## src/rtl/brro_pkg.sv

```systemverilog
// Shared types and constants for the broadcast event ring with reader offsets.
package brro_pkg;

    localparam int SEQ_W       = 48;
    localparam int WORD_W      = 64;
    localparam int KIND_W      = 3;
    localparam int RID_W       = 3;
    localparam int STATUS_W    = 2;
    localparam int S_TDATA_W   = 72;
    localparam int M_TDATA_W   = 120;
    localparam int QUEUE_DEPTH = 2;
    localparam int QUEUE_AW    = 1;
    localparam int QUEUE_CW    = 2;

    localparam logic [KIND_W-1:0] KIND_EMIT   = 3'd0;
    localparam logic [KIND_W-1:0] KIND_SUB    = 3'd1;
    localparam logic [KIND_W-1:0] KIND_UNSUB  = 3'd2;
    localparam logic [KIND_W-1:0] KIND_POLL   = 3'd3;
    localparam logic [KIND_W-1:0] KIND_SEQ    = 3'd4;

    localparam logic [STATUS_W-1:0] STATUS_OK      = 2'd0;
    localparam logic [STATUS_W-1:0] STATUS_UNKNOWN = 2'd1;
    localparam logic [STATUS_W-1:0] STATUS_EMPTY   = 2'd2;
    localparam logic [STATUS_W-1:0] STATUS_FULL    = 2'd3;

    typedef enum logic [2:0] {
        OP_EMIT,
        OP_SUB,
        OP_UNSUB,
        OP_POLL,
        OP_SEQ,
        OP_NOP
    } brro_op_t;

    typedef enum logic [1:0] {
        ST_FETCH,
        ST_EXEC,
        ST_RING
    } brro_state_t;

    typedef struct packed {
        brro_op_t            op;
        logic [WORD_W-1:0]   event_word;
        logic [RID_W-1:0]    reader_id;
    } brro_item_t;

endpackage

```

## src/rtl/brro_front.sv

```systemverilog
// Input side: accepts transactions and decodes the operation kind.
module brro_front (
    input  logic                            s_tvalid,
    output logic                            s_tready,
    input  logic [brro_pkg::S_TDATA_W-1:0]  s_tdata,
    output logic                            push_valid,
    input  logic                            push_ready,
    output brro_pkg::brro_item_t            push_item
);

    logic [brro_pkg::KIND_W-1:0] kind;

    assign kind       = s_tdata[2:0];
    assign s_tready   = push_ready;
    assign push_valid = s_tvalid;

    always_comb begin
        push_item.event_word = s_tdata[66:3];
        push_item.reader_id  = s_tdata[69:67];
        case (kind)
            brro_pkg::KIND_EMIT:  push_item.op = brro_pkg::OP_EMIT;
            brro_pkg::KIND_SUB:   push_item.op = brro_pkg::OP_SUB;
            brro_pkg::KIND_UNSUB: push_item.op = brro_pkg::OP_UNSUB;
            brro_pkg::KIND_POLL:  push_item.op = brro_pkg::OP_POLL;
            brro_pkg::KIND_SEQ:   push_item.op = brro_pkg::OP_SEQ;
            default:              push_item.op = brro_pkg::OP_NOP;
        endcase
    end

endmodule

```

## src/rtl/brro_queue.sv

```systemverilog
// Short queue of decoded operations between the input side and the executor.
module brro_queue (
    input  logic                  aclk,
    input  logic                  aresetn,
    input  logic                  in_valid,
    output logic                  in_ready,
    input  brro_pkg::brro_item_t  in_item,
    output logic                  out_valid,
    input  logic                  out_ready,
    output brro_pkg::brro_item_t  out_item
);

    brro_pkg::brro_item_t                store_reg [brro_pkg::QUEUE_DEPTH];
    logic [brro_pkg::QUEUE_AW-1:0]       wr_ptr_reg, wr_ptr_next;
    logic [brro_pkg::QUEUE_AW-1:0]       rd_ptr_reg, rd_ptr_next;
    logic [brro_pkg::QUEUE_CW-1:0]       count_reg, count_next;
    logic                                push, pop;

    assign in_ready  = (count_reg != brro_pkg::QUEUE_CW'(brro_pkg::QUEUE_DEPTH));
    assign out_valid = (count_reg != '0);
    assign out_item  = store_reg[rd_ptr_reg];
    assign push      = in_valid && in_ready;
    assign pop       = out_valid && out_ready;

    always_comb begin
        wr_ptr_next = push ? wr_ptr_reg + 1'b1 : wr_ptr_reg;
        rd_ptr_next = pop ? rd_ptr_reg + 1'b1 : rd_ptr_reg;
        count_next  = count_reg;
        if (push && !pop) begin
            count_next = count_reg + 1'b1;
        end else if (pop && !push) begin
            count_next = count_reg - 1'b1;
        end
    end

    always_ff @(posedge aclk) begin
        if (!aresetn) begin
            wr_ptr_reg <= '0;
            rd_ptr_reg <= '0;
            count_reg  <= '0;
        end else begin
            wr_ptr_reg <= wr_ptr_next;
            rd_ptr_reg <= rd_ptr_next;
            count_reg  <= count_next;
        end
    end

    always_ff @(posedge aclk) begin
        if (push) begin
            store_reg[wr_ptr_reg] <= in_item;
        end
    end

endmodule

```

## src/rtl/brro_back.sv

```systemverilog
// Executor: event ring, reader table, sequence state and result register.
module brro_back #(
    parameter int RING_DEPTH  = 16,
    parameter int MAX_READERS = 8
) (
    input  logic                            aclk,
    input  logic                            aresetn,
    input  logic                            q_valid,
    output logic                            q_ready,
    input  brro_pkg::brro_item_t            q_item,
    output logic                            m_tvalid,
    input  logic                            m_tready,
    output logic [brro_pkg::M_TDATA_W-1:0]  m_tdata
);

    localparam int RING_AW  = (RING_DEPTH > 1) ? $clog2(RING_DEPTH) : 1;
    localparam int RID_AW   = (MAX_READERS > 1) ? $clog2(MAX_READERS) : 1;
    localparam int FILL_W   = $clog2(RING_DEPTH + 1);
    localparam int ID_SLOTS = (MAX_READERS < 8) ? MAX_READERS : 8;
    localparam int SEQ_W    = brro_pkg::SEQ_W;
    localparam int WORD_W   = brro_pkg::WORD_W;

    brro_pkg::brro_state_t      state_reg, state_next;
    brro_pkg::brro_item_t       item_reg;
    logic [SEQ_W-1:0]           next_seq_reg, next_seq_next;
    logic [SEQ_W-1:0]           oldest_reg, oldest_next;
    logic [FILL_W-1:0]          fill_reg, fill_next;
    logic [RING_AW-1:0]         wr_slot_reg, wr_slot_next;
    logic [MAX_READERS-1:0]     rvalid_reg, rvalid_next;

    logic [WORD_W-1:0]          ring_mem [RING_DEPTH];
    logic [WORD_W-1:0]          ring_rdata_reg;
    logic [SEQ_W-1:0]           offset_mem [MAX_READERS];
    logic [SEQ_W-1:0]           offset_rdata_reg;

    logic                       m_valid_reg, m_valid_next;
    logic [brro_pkg::STATUS_W-1:0] status_reg, status_next;
    logic [WORD_W-1:0]          event_reg, event_next;
    logic [brro_pkg::RID_W-1:0] granted_reg, granted_next;
    logic [SEQ_W-1:0]           total_reg, total_next;

    logic                       out_free, load_out;
    logic                       pop, off_rd_en, off_wr_en, ring_wr_en, ring_rd_en;
    logic [RID_AW-1:0]          off_waddr;
    logic [SEQ_W-1:0]           off_wdata;
    logic [RING_AW-1:0]         ring_raddr;

    logic [RID_AW-1:0]          rid_idx;
    logic                       rid_known;
    logic                       sub_found;
    logic [brro_pkg::RID_W-1:0] sub_grant;
    logic                       caught_up, clamp, poll_deliver;
    logic [SEQ_W-1:0]           lag, off_inc, new_off;
    logic [FILL_W-1:0]          span, wr_ext, slot_wide;

    assign out_free = !m_valid_reg || m_tready;
    assign q_ready  = pop;

    // Decode reader and poll arithmetic
    assign rid_idx   = RID_AW'(item_reg.reader_id);
    assign rid_known = (32'(item_reg.reader_id) < MAX_READERS) && rvalid_reg[rid_idx];
    assign caught_up = (offset_rdata_reg >= next_seq_reg);
    assign lag       = next_seq_reg - offset_rdata_reg;
    assign clamp     = (lag > SEQ_W'(fill_reg));
    assign span      = clamp ? fill_reg : FILL_W'(lag);
    assign off_inc   = clamp ? oldest_reg + 1'b1 : offset_rdata_reg + 1'b1;
    assign new_off   = (span == '0) ? oldest_reg : off_inc;
    assign wr_ext    = FILL_W'(wr_slot_reg);
    assign slot_wide = (wr_ext >= span) ? wr_ext - span
                                        : wr_ext + FILL_W'(RING_DEPTH) - span;
    assign ring_raddr = RING_AW'(slot_wide);
    assign poll_deliver = (item_reg.op == brro_pkg::OP_POLL) && rid_known
                          && !caught_up && (span != '0);

    always_comb begin
        sub_found = 1'b0;
        sub_grant = '0;
        for (int i = 0; i < ID_SLOTS; i++) begin
            if (!sub_found && !rvalid_reg[i]) begin
                sub_found = 1'b1;
                sub_grant = brro_pkg::RID_W'(i);
            end
        end
    end

    // Next state
    always_comb begin
        state_next = state_reg;
        case (state_reg)
            brro_pkg::ST_FETCH: begin
                if (q_valid) begin
                    state_next = brro_pkg::ST_EXEC;
                end
            end
            brro_pkg::ST_EXEC: begin
                if (out_free) begin
                    state_next = poll_deliver ? brro_pkg::ST_RING : brro_pkg::ST_FETCH;
                end
            end
            brro_pkg::ST_RING: begin
                if (out_free) begin
                    state_next = brro_pkg::ST_FETCH;
                end
            end
            default: state_next = brro_pkg::ST_FETCH;
        endcase
    end

    // Outputs and state updates
    always_comb begin
        pop           = 1'b0;
        off_rd_en     = 1'b0;
        off_wr_en     = 1'b0;
        off_waddr     = rid_idx;
        off_wdata     = new_off;
        ring_wr_en    = 1'b0;
        ring_rd_en    = 1'b0;
        load_out      = 1'b0;
        next_seq_next = next_seq_reg;
        oldest_next   = oldest_reg;
        fill_next     = fill_reg;
        wr_slot_next  = wr_slot_reg;
        rvalid_next   = rvalid_reg;
        status_next   = brro_pkg::STATUS_OK;
        event_next    = '0;
        granted_next  = '0;
        total_next    = next_seq_reg;
        case (state_reg)
            brro_pkg::ST_FETCH: begin
                pop       = q_valid;
                off_rd_en = q_valid;
            end
            brro_pkg::ST_EXEC: begin
                if (out_free) begin
                    load_out = !poll_deliver;
                    case (item_reg.op)
                        brro_pkg::OP_EMIT: begin
                            ring_wr_en    = 1'b1;
                            next_seq_next = next_seq_reg + 1'b1;
                            total_next    = next_seq_reg + 1'b1;
                            if (fill_reg < FILL_W'(RING_DEPTH)) begin
                                fill_next = fill_reg + 1'b1;
                            end else begin
                                oldest_next = oldest_reg + 1'b1;
                            end
                            wr_slot_next = (wr_slot_reg == RING_AW'(RING_DEPTH - 1))
                                           ? '0 : wr_slot_reg + 1'b1;
                        end
                        brro_pkg::OP_SUB: begin
                            if (sub_found) begin
                                rvalid_next[RID_AW'(sub_grant)] = 1'b1;
                                off_wr_en    = 1'b1;
                                off_waddr    = RID_AW'(sub_grant);
                                off_wdata    = next_seq_reg;
                                granted_next = sub_grant;
                            end else begin
                                status_next = brro_pkg::STATUS_FULL;
                            end
                        end
                        brro_pkg::OP_UNSUB: begin
                            if (rid_known) begin
                                rvalid_next[rid_idx] = 1'b0;
                            end else begin
                                status_next = brro_pkg::STATUS_UNKNOWN;
                            end
                        end
                        brro_pkg::OP_POLL: begin
                            if (!rid_known) begin
                                status_next = brro_pkg::STATUS_UNKNOWN;
                            end else if (caught_up) begin
                                status_next = brro_pkg::STATUS_EMPTY;
                            end else begin
                                off_wr_en = 1'b1;
                                if (span == '0) begin
                                    status_next = brro_pkg::STATUS_EMPTY;
                                end else begin
                                    ring_rd_en = 1'b1;
                                end
                            end
                        end
                        default: begin
                        end
                    endcase
                end
            end
            brro_pkg::ST_RING: begin
                if (out_free) begin
                    load_out   = 1'b1;
                    event_next = ring_rdata_reg;
                end
            end
            default: begin
            end
        endcase
        m_valid_next = load_out ? 1'b1 : (m_tready ? 1'b0 : m_valid_reg);
    end

    always_ff @(posedge aclk) begin
        if (!aresetn) begin
            state_reg    <= brro_pkg::ST_FETCH;
            next_seq_reg <= '0;
            oldest_reg   <= '0;
            fill_reg     <= '0;
            wr_slot_reg  <= '0;
            rvalid_reg   <= '0;
            m_valid_reg  <= 1'b0;
        end else begin
            state_reg    <= state_next;
            next_seq_reg <= next_seq_next;
            oldest_reg   <= oldest_next;
            fill_reg     <= fill_next;
            wr_slot_reg  <= wr_slot_next;
            rvalid_reg   <= rvalid_next;
            m_valid_reg  <= m_valid_next;
        end
    end

    always_ff @(posedge aclk) begin
        if (pop) begin
            item_reg <= q_item;
        end
        if (load_out) begin
            status_reg  <= status_next;
            event_reg   <= event_next;
            granted_reg <= granted_next;
            total_reg   <= total_next;
        end
    end

    always_ff @(posedge aclk) begin
        if (ring_wr_en) begin
            ring_mem[wr_slot_reg] <= item_reg.event_word;
        end
        if (ring_rd_en) begin
            ring_rdata_reg <= ring_mem[ring_raddr];
        end
    end

    always_ff @(posedge aclk) begin
        if (off_wr_en) begin
            offset_mem[off_waddr] <= off_wdata;
        end
        if (off_rd_en) begin
            offset_rdata_reg <= offset_mem[RID_AW'(q_item.reader_id)];
        end
    end

    assign m_tvalid = m_valid_reg;
    assign m_tdata  = {3'b000, total_reg, granted_reg, event_reg, status_reg};

endmodule

```

## src/rtl/broadcast_ring_with_reader_offsets.sv

```systemverilog
// Top level of the broadcast event ring with per-reader offsets.
//
// Usage: every s_ transaction carries one operation (emit, subscribe,
// unsubscribe, poll, read sequence count) and yields exactly one m_
// transaction with status, polled event, granted reader slot and the
// running count of emitted events, in order.
// Operations are decoded into a two-entry queue; the executor takes one
// at a time. In the executor each passes through a reader offset memory
// read, then execute; a poll that delivers an event then adds a registered
// read of the ring memory.
// Reset clears the sequence count, fill level and all reader slots; ring
// and offset contents stay as they are until written. No clearing pass.
// When m_tready is low the result stays in the output register; the
// executor holds the next operation and the queue fills, then s_tready
// drops until the receiver takes the result.
module broadcast_ring_with_reader_offsets #(
    parameter int RING_DEPTH  = 16,
    parameter int MAX_READERS = 8
) (
    input  logic                            aclk,
    input  logic                            aresetn,
    input  logic                            s_tvalid,
    output logic                            s_tready,
    // kind[2:0], event_word[66:3], reader_id[69:67], zero pad
    input  logic [brro_pkg::S_TDATA_W-1:0]  s_tdata,
    output logic                            m_tvalid,
    input  logic                            m_tready,
    // status[1:0], event_out[65:2], assigned_id[68:66], total_emitted[116:69], pad
    output logic [brro_pkg::M_TDATA_W-1:0]  m_tdata
);

    logic                  push_valid, push_ready;
    brro_pkg::brro_item_t  push_item;
    logic                  q_valid, q_ready;
    brro_pkg::brro_item_t  q_item;

    brro_front u_front (
        .s_tvalid   (s_tvalid),
        .s_tready   (s_tready),
        .s_tdata    (s_tdata),
        .push_valid (push_valid),
        .push_ready (push_ready),
        .push_item  (push_item)
    );

    brro_queue u_queue (
        .aclk      (aclk),
        .aresetn   (aresetn),
        .in_valid  (push_valid),
        .in_ready  (push_ready),
        .in_item   (push_item),
        .out_valid (q_valid),
        .out_ready (q_ready),
        .out_item  (q_item)
    );

    brro_back #(
        .RING_DEPTH  (RING_DEPTH),
        .MAX_READERS (MAX_READERS)
    ) u_back (
        .aclk     (aclk),
        .aresetn  (aresetn),
        .q_valid  (q_valid),
        .q_ready  (q_ready),
        .q_item   (q_item),
        .m_tvalid (m_tvalid),
        .m_tready (m_tready),
        .m_tdata  (m_tdata)
    );

endmodule
```

## config.mk

```make
export PLATFORM = sky130hd
export DESIGN_NAME = broadcast_ring_with_reader_offsets
export DESIGN_NICKNAME = d
export VERILOG_FILES = /design/src/rtl/brro_pkg.sv /design/src/rtl/brro_front.sv /design/src/rtl/brro_queue.sv /design/src/rtl/brro_back.sv /design/src/rtl/broadcast_ring_with_reader_offsets.sv
export SDC_FILE = /design/constraint.sdc
export NUM_CORES = 2
export LEC_CHECK = 0
export BUFFER_PORTS_ARGS = -buffer_cell sky130_fd_sc_hd__buf_2
export CAP_MARGIN = 20
export CORE_MARGIN = 2
export CORE_UTILIZATION = 65
export CTS_BUF_LIST = sky130_fd_sc_hd__clkbuf_8
export DETAILED_ROUTE_END_ITERATION = 12
export PLACE_DENSITY_LB_ADDON = 0.15
export SLEW_MARGIN = 40
export SYNTH_ARGS = -nofsm -noshare
export SYNTH_HDL_FRONTEND = slang
export SYNTH_HIERARCHICAL = 1
export SYNTH_SLANG_ARGS = --single-unit
export TNS_END_PERCENT = 20
```

## constraint.sdc

```tcl
create_clock -name aclk -period 18.7 [get_ports aclk]
set_input_delay 0.935 -clock aclk [delete_from_list [all_inputs] [get_ports aclk]]
set_output_delay 0.935 -clock aclk [all_outputs]
set_load 0.02 [all_outputs]
```

# Yosys cells after proc, flatten, opt, wreduce, memory -nomap -nowiden
# Memory sizes are Yosys's and may differ from the RTL's. A register that Yosys moved wholly into a read port is not among the register bits.
# Cells that the tools add are included.
dict set report totals {
  reg_bits 307
  ram_bits 1548
  inputBits 76
  output_inout_bits 122
  elab_cells 196
  memories 3
}
dict set report op_classes {
  n_addsub 13
  n_lt_le_gt_ge 8
  eq_ne 16
  mux 83
  n_bitwise 4
  n_reduce_logical 52
}
# name words word_bits read_ports rd_ports_with_merged_regs wr line_no
set mem_list {}
lappend mem_list {u_back.ring_mem 16 64 1 1 1 brro_back.sv:31} ;# logic [WORD_W-1:0] ring_mem [RING_DEPTH];
lappend mem_list {u_back.offset_mem 8 48 1 1 1 brro_back.sv:33} ;# logic [SEQ_W-1:0] offset_mem [MAX_READERS];
lappend mem_list {u_queue.store_reg 2 70 1 1 1 brro_queue.sv:13} ;# brro_pkg::brro_item_t store_reg [brro_pkg::QUEUE_DEPTH];
# op n
set ops {}
lappend ops {{$mux 48} 9}
lappend ops {{$add 48x1->48 const B} 3}
lappend ops {{$ge 48x48->1} 1}
lappend ops {{$gt 48x5->1} 1}
lappend ops {{$sub 48x48->48} 1}
lappend ops {{$mux 1} 40}
lappend ops {{$mux 2} 12}
lappend ops {{$mux 3} 8}
lappend ops {{$logic_not 1->1} 18}
lappend ops {{$logic_and 1x1->1} 16}
lappend ops {{$mux 8} 2}
lappend ops {{$pmux 8 s2} 1}
lappend ops {{$pmux 3 s5} 1}
lappend ops {{$eq 3x2->1 const B} 4}
lappend ops {{$pmux 2 s3} 2}
lappend ops {{$reduce_and 4->1} 3}
lappend ops {{$ne 2x1->1 const B} 5}
lappend ops {{$add 4x1->4 const B} 2}
lappend ops {{$and 8x8->8} 1}
lappend ops {{$lt 3x4->1 const B} 2}
lappend ops {{$mux 4} 2}
lappend ops {{$not 8->8} 1}
lappend ops {{$or 8x8->8} 1}
lappend ops {{$reduce_bool 2->1} 4}
lappend ops {{other kinds (27)} 36}

# Logic depth before layout (Yosys ltp)
dict set report logic_depth {
  depth_word 28
  depth_mapped 31
  mapped_depth_nobuf 28
}

# By module
# Netlist, hierarchy kept.
# module instances cells_each area_per_inst_um2 seq_area_each_um2
set by_module_without_submodules {}
lappend by_module_without_submodules {brro_back 1 4222 74773.0 53581.4}
lappend by_module_without_submodules {brro_queue 1 242 5275.1 4304.1}
lappend by_module_without_submodules {brro_front 1 72 535.5 0.0}

# Worst setup path after synthesis
# Ideal clock, no wire load.
dict set report synth_timing {
  kind {register -> register}
  start {register u_back.offset_rdata_reg[0], read port of u_back.offset_mem}
  end {register u_back.event_reg[0], enable pin}
  setup_time_ps 594
  arrival_time_ps 8749
  required_ps 18106
  setup_slack_ps 9356
  path_stages_with_launch 19
  path_buffers 1
  synth_period_minus_slack_ps 9344
  cell_sequence {edfxtp_1 -> ha_1 -> inv_1 -> fa_1 -> ha_1 -> nor2b_1 -> o21a_1 -> o21ai_0 -> a21oi_1 -> o22a_1 -> nor4_1 -> o2111ai_1 -> or3_1 -> or3_1 -> buf_1 -> nor3_1 -> a2111o_1 -> a21oi_1 -> nor2_1}
}
dict set report synth_between {
  elab_chain_len 8
  elab_cells_between_ends 11
  classes_between {1 x add/sub; 2 x order compare; 3 x mux; 5 x reduce/logical}
}
# item line_no
set synth_rtl {}
lappend synth_rtl {{start, declared} brro_back.sv:34} ;# logic [SEQ_W-1:0] offset_rdata_reg;
lappend synth_rtl {{$sub 48x48->48} brro_back.sv:63} ;# assign lag = next_seq_reg - offset_rdata_reg;
lappend synth_rtl {{$gt 48x5->1} brro_back.sv:64} ;# assign clamp = (lag > SEQ_W'(fill_reg));
lappend synth_rtl {{$mux 5} brro_back.sv:65} ;# assign span = clamp ? fill_reg : FILL_W'(lag);
lappend synth_rtl {{$reduce_bool 5->1} brro_back.sv:73} ;# && !caught_up && (span != '0);
lappend synth_rtl {{$logic_and 1x1->1 *} brro_back.sv:73}
lappend synth_rtl {{$logic_not 1->1 *} brro_back.sv:135} ;# load_out = !poll_deliver;
lappend synth_rtl {{$mux 1 *} brro_back.sv:134} ;# if (out_free) begin
lappend synth_rtl {{$pmux 1 s2 *} brro_back.sv:128} ;# case (state_reg)
lappend synth_rtl {{via u_back.load_out} brro_back.sv:42} ;# logic out_free, load_out;
lappend synth_rtl {{end signal, assigned} brro_back.sv:224} ;# event_reg <= event_next;
lappend synth_rtl {{end, declared} brro_back.sv:38} ;# logic [WORD_W-1:0] event_reg, event_next;
# The timed path passes the listed nets; every way through them passes the cells marked *.
# A chain may end at the register's enable or synchronous reset.

# Worst setup path after layout
dict set report layout_timing {
  start {register u_back.offset_rdata_reg[32], read port of u_back.offset_mem}
  end {register u_back.ring_rdata_reg[43], read port of u_back.ring_mem, data pin}
}
dict set report layout_between {
  elab_chain_len 10
  elab_cells_between_ends 15
  classes_between {3 x add/sub; 3 x order compare; 8 x mux; 1 x reduce/logical}
}
# item line_no
set layout_rtl {}
lappend layout_rtl {{$sub 48x48->48} brro_back.sv:63}
lappend layout_rtl {{$gt 48x5->1} brro_back.sv:64}
lappend layout_rtl {{$mux 5} brro_back.sv:65}
lappend layout_rtl {{$logic_not 5->1} brro_back.sv:174} ;# if (span == '0) begin
lappend layout_rtl {{$mux 1} brro_back.sv:174}
lappend layout_rtl {{$mux 1} brro_back.sv:170} ;# end else if (caught_up) begin
lappend layout_rtl {{$mux 1} brro_back.sv:168} ;# if (!rid_known) begin
lappend layout_rtl {{$mux 1} brro_back.sv:136} ;# case (item_reg.op)
lappend layout_rtl {{$mux 1} brro_back.sv:134}
lappend layout_rtl {{$mux 1} brro_back.sv:128}
lappend layout_rtl {{end, declared} brro_back.sv:32} ;# logic [WORD_W-1:0] ring_rdata_reg;
# Parallel ways exist; a longest one is shown, timed or not.

==> flow_summary.yaml <==
global_routing:
  grt.total_usage_pct: 29.30
  antenna_found_initial: 9
  grt_pass1_wl_um: 269700
  grt_pass1_vias: 42320
  overflow: 0
  grt_max_degree: 97
layout:
  largest_reg_flops: 1024
  multi_input_area_um2: 21200
  utilization_pct: 72.35
  final_common_cell: "edfxtp_1"
  fillers: 7431
  drive_above_1_share_pct: 23.97
  final_cell_area_um2: 89210
  fin_nets: 4999
  final_cell_mix: "1847 x edfxtp_1, 352 x mux4_2, 331 x clkbuf_8, 205 x mux2i_1, 204 x nand2_1"
  seq_area_um2: 57890
  areaGrowthSynthToFinish_pct: 10.71
worst_setup_path:
  crit_required_ns: 19.40
  r2r_slack_ns: 9.98
  critPathCaptureType: "flip-flop"
  startpoint_type: "flip-flop"
  crit_fanout: 49
  arrival_ns: 9.42
  crit_type: "flip-flop to flip-flop"
  timing.rr.start: "u_back/offset_rdata_reg[32]"
  startpoint: "u_back/offset_rdata_reg[32]"
timing:
  worst_pin_slew_ns: 0.8932
  skew_ns: 0.06305
  fin_crit_ns: 8.717
  slew_violations: 0
  max_freq_mhz: 114.7
  fin_crit_sh_pct: 46.62
  setup-violations-final: 0
  fin_tns_setup_ns: 0
  report.final.hold_viol_count: 0
  max_slew_margin_pct: 40.46
  rsz0062_at_grt: "no"
  layout_setup_ws_ns: 9.983
clock_tree:
  post_cts_buffers: 0
  cts_buffer_depth: 4
  clk-insertion-delay-late_ns: 1.02
  cts-root-buf: "clkbuf_8"
  cts_tree: "built"
  cts_resized: 0
  clk_pin_slew_worst_paths_ns: 0.06
  cts_htree_levels: 5
  cts_sinks: 1968
  numCtsBuffers: 319
  cts_hold_buffers: 0
synthesis:
  syn_avg_cell_area_um2: 17.77
  synth_cell_types: 92
  yosysWarnings: 6
  ys_seq_elements: 1968
  synth_area_leaders: "edfxtp_1 69%, mux4_2 9.8%, dfxtp_1 3.0%, mux2i_1 2.5%, mux2_2 1.7%"
  netlist.area_leader.share_pct: 68.83
  synthArstFlopShare_pct: 0
  synth_area_leader_cell: "edfxtp_1"
  yosysSeqAreaShare_pct: 71.83
  ys.flop_type: "edfxtp_1"
  synth_cells: 4536
  synth_edf_count: 1847
  syn_area_um2: 80580
pwr:
  vdd_ir_drop_max_v: 0.00009554
  switchingPower_mw: 3.075
  p_comb_share_pct: 16.9
  power_frac_clock_pct: 29.9
  p_int_mw: 7.955
  seqPwrFrac_pct: 53.3
  power_leakage_nw: 30.50
  swShare_pct: 27.88
  powerDensity_nw_per_um2: 123.6
outcome:
  outcome: "complete, no violations"
floorplan:
  initial_core_util_pct: 65.35
  fp.dieW_um: 356.1
  core_um2: 123300
  die_h_um: 356.1
  dieArea_um2: 126800
  rows: 129
  io_pins: 198
detailed_routing:
  first_pass_iters: 5
  drtIter0Drc: 5467
  wirelength_um: 183900
  vias: 43440
  ant_nets: 0
  vias_per_cell: 6.476
  wl_per_cell_um: 27.42
  drc_errors: 0
min_path:
  holdCritStartpoint: "s_tdata[56]"
  hold_class: "input port to flip-flop"
run:
  maxCapViolCount: 0
place:
  placed_area_um2: 83490
  dp_hpwl_um: 106800
  gp_congestion: 0.9093
  port_buffers: 192
  pre_cts_ws_ns: 10.08
==> layout make-up <==
class	count	share of cell area, %
Timing Repair Buffer	288	2.433
Inverter	92	0.3899
Antenna cell	2	0.005610
Clock inverter	206	1.119
Multi-Input combinational cell	2184	23.76
Sequential cell	1968	64.89
Tap cell	1637	2.296
Clock buffer	331	5.106
==> layer usage <==
metal	vias to the layer above	track usage [%]	routed length (µm)
li1	18620	-	-
met4	6	8.295	4067
met5	-	0	46
met2	2395	41.46	81110
met1	22120	44.68	76370
met3	304	9.142	22310
==> critical path, cell delays in order, from the launching register on <==
cell	delay, ns
edfxtp_1	0.60
inv_1	0.10
ha_1	0.52
nand2_1	0.15
nor4_1	0.53
nand3_1	0.18
a311oi_1	0.46
a211oi_2	0.15
xnor2_1	0.17
a2111oi_0	0.66
nand4_1	0.34
nor3_1	0.23
buf_4	0.21
nand2_1	0.09
buf_4	0.23
mux2_2	0.34
inv_1	0.07
ha_1	0.22
a21o_1	0.16
a21oi_1	0.21
xor2_1	0.41
a211oi_1	0.15
nor4_4	0.27
buf_4	0.61
buf_12	0.45
buf_16	0.34
mux2i_1	0.28
mux2i_1	0.11
==> cell families after synthesis <==
logic type | count (synthesis) | share of synthesized area (%)
DFF | 1968 | 71.83
and+or+nand+nor | 854 | 5.360
muxes | 679 | 14.09
AOI/OAI and AO/OA | 401 | 3.360
buffers and inverters | 386 | 2.324
xor gates and xnor gates | 177 | 1.924
adders and majority gates | 70 | 1.106
other | 1 | 0.004654
==> path summary, 6_finish.rpt <==
| path | endpoint | depth (start not counted) |
|---|---|---|
| worst max-delay path | u_back/ring_rdata_reg[43] | 27 |
| worst min-delay path | u_queue/store_reg[1][56] | 1 |
| worst max register to register | u_back/ring_rdata_reg[43] | 27 |
| worst min register to register | u_back/oldest_reg[20] | 2 |
==> per-stage QoR <==
step | hold WS [ns] | std cells | total power, mW
6_report | 0.1049 | 6708 | 11.03
5_1_grt | 0.05286 | 6707 | 11.48
4_1_cts | 0.01686 | 6701 | 11.08
3_5_place_dp | 0.4851 | 6164 | 7.802
3_3_place_gp | 0.4746 | 6147 | 7.748
2_1_floorplan | 0.4628 | 4538 | 7.162
==> synthesized netlist by cell type (70+ instances only) <==
master / n
a21oi_1: 118
and3_1: 101
buf_4: 76
clkbuf_1: 170
dfxtp_1: 121
edfxtp_1: 1847
inv_1: 92
mux2_2: 122
mux2i_1: 205
mux4_2: 352
nand2_1: 204
nand3_1: 81
nor2_1: 181
xnor2_1: 107
xor2_1: 70
==> power groups by stage <==
stage	Clock, mW	Combinational, mW	Sequential, mW
after floorplan	0	1.34	5.82
after CTS	3.36	1.86	5.87
after global placement	0	1.82	5.93
after global routing	3.55	2.00	5.93
after detailed placement	0	1.85	5.96
final	3.30	1.86	5.88
No activity file was read; power rests on OpenSTA's default activity.
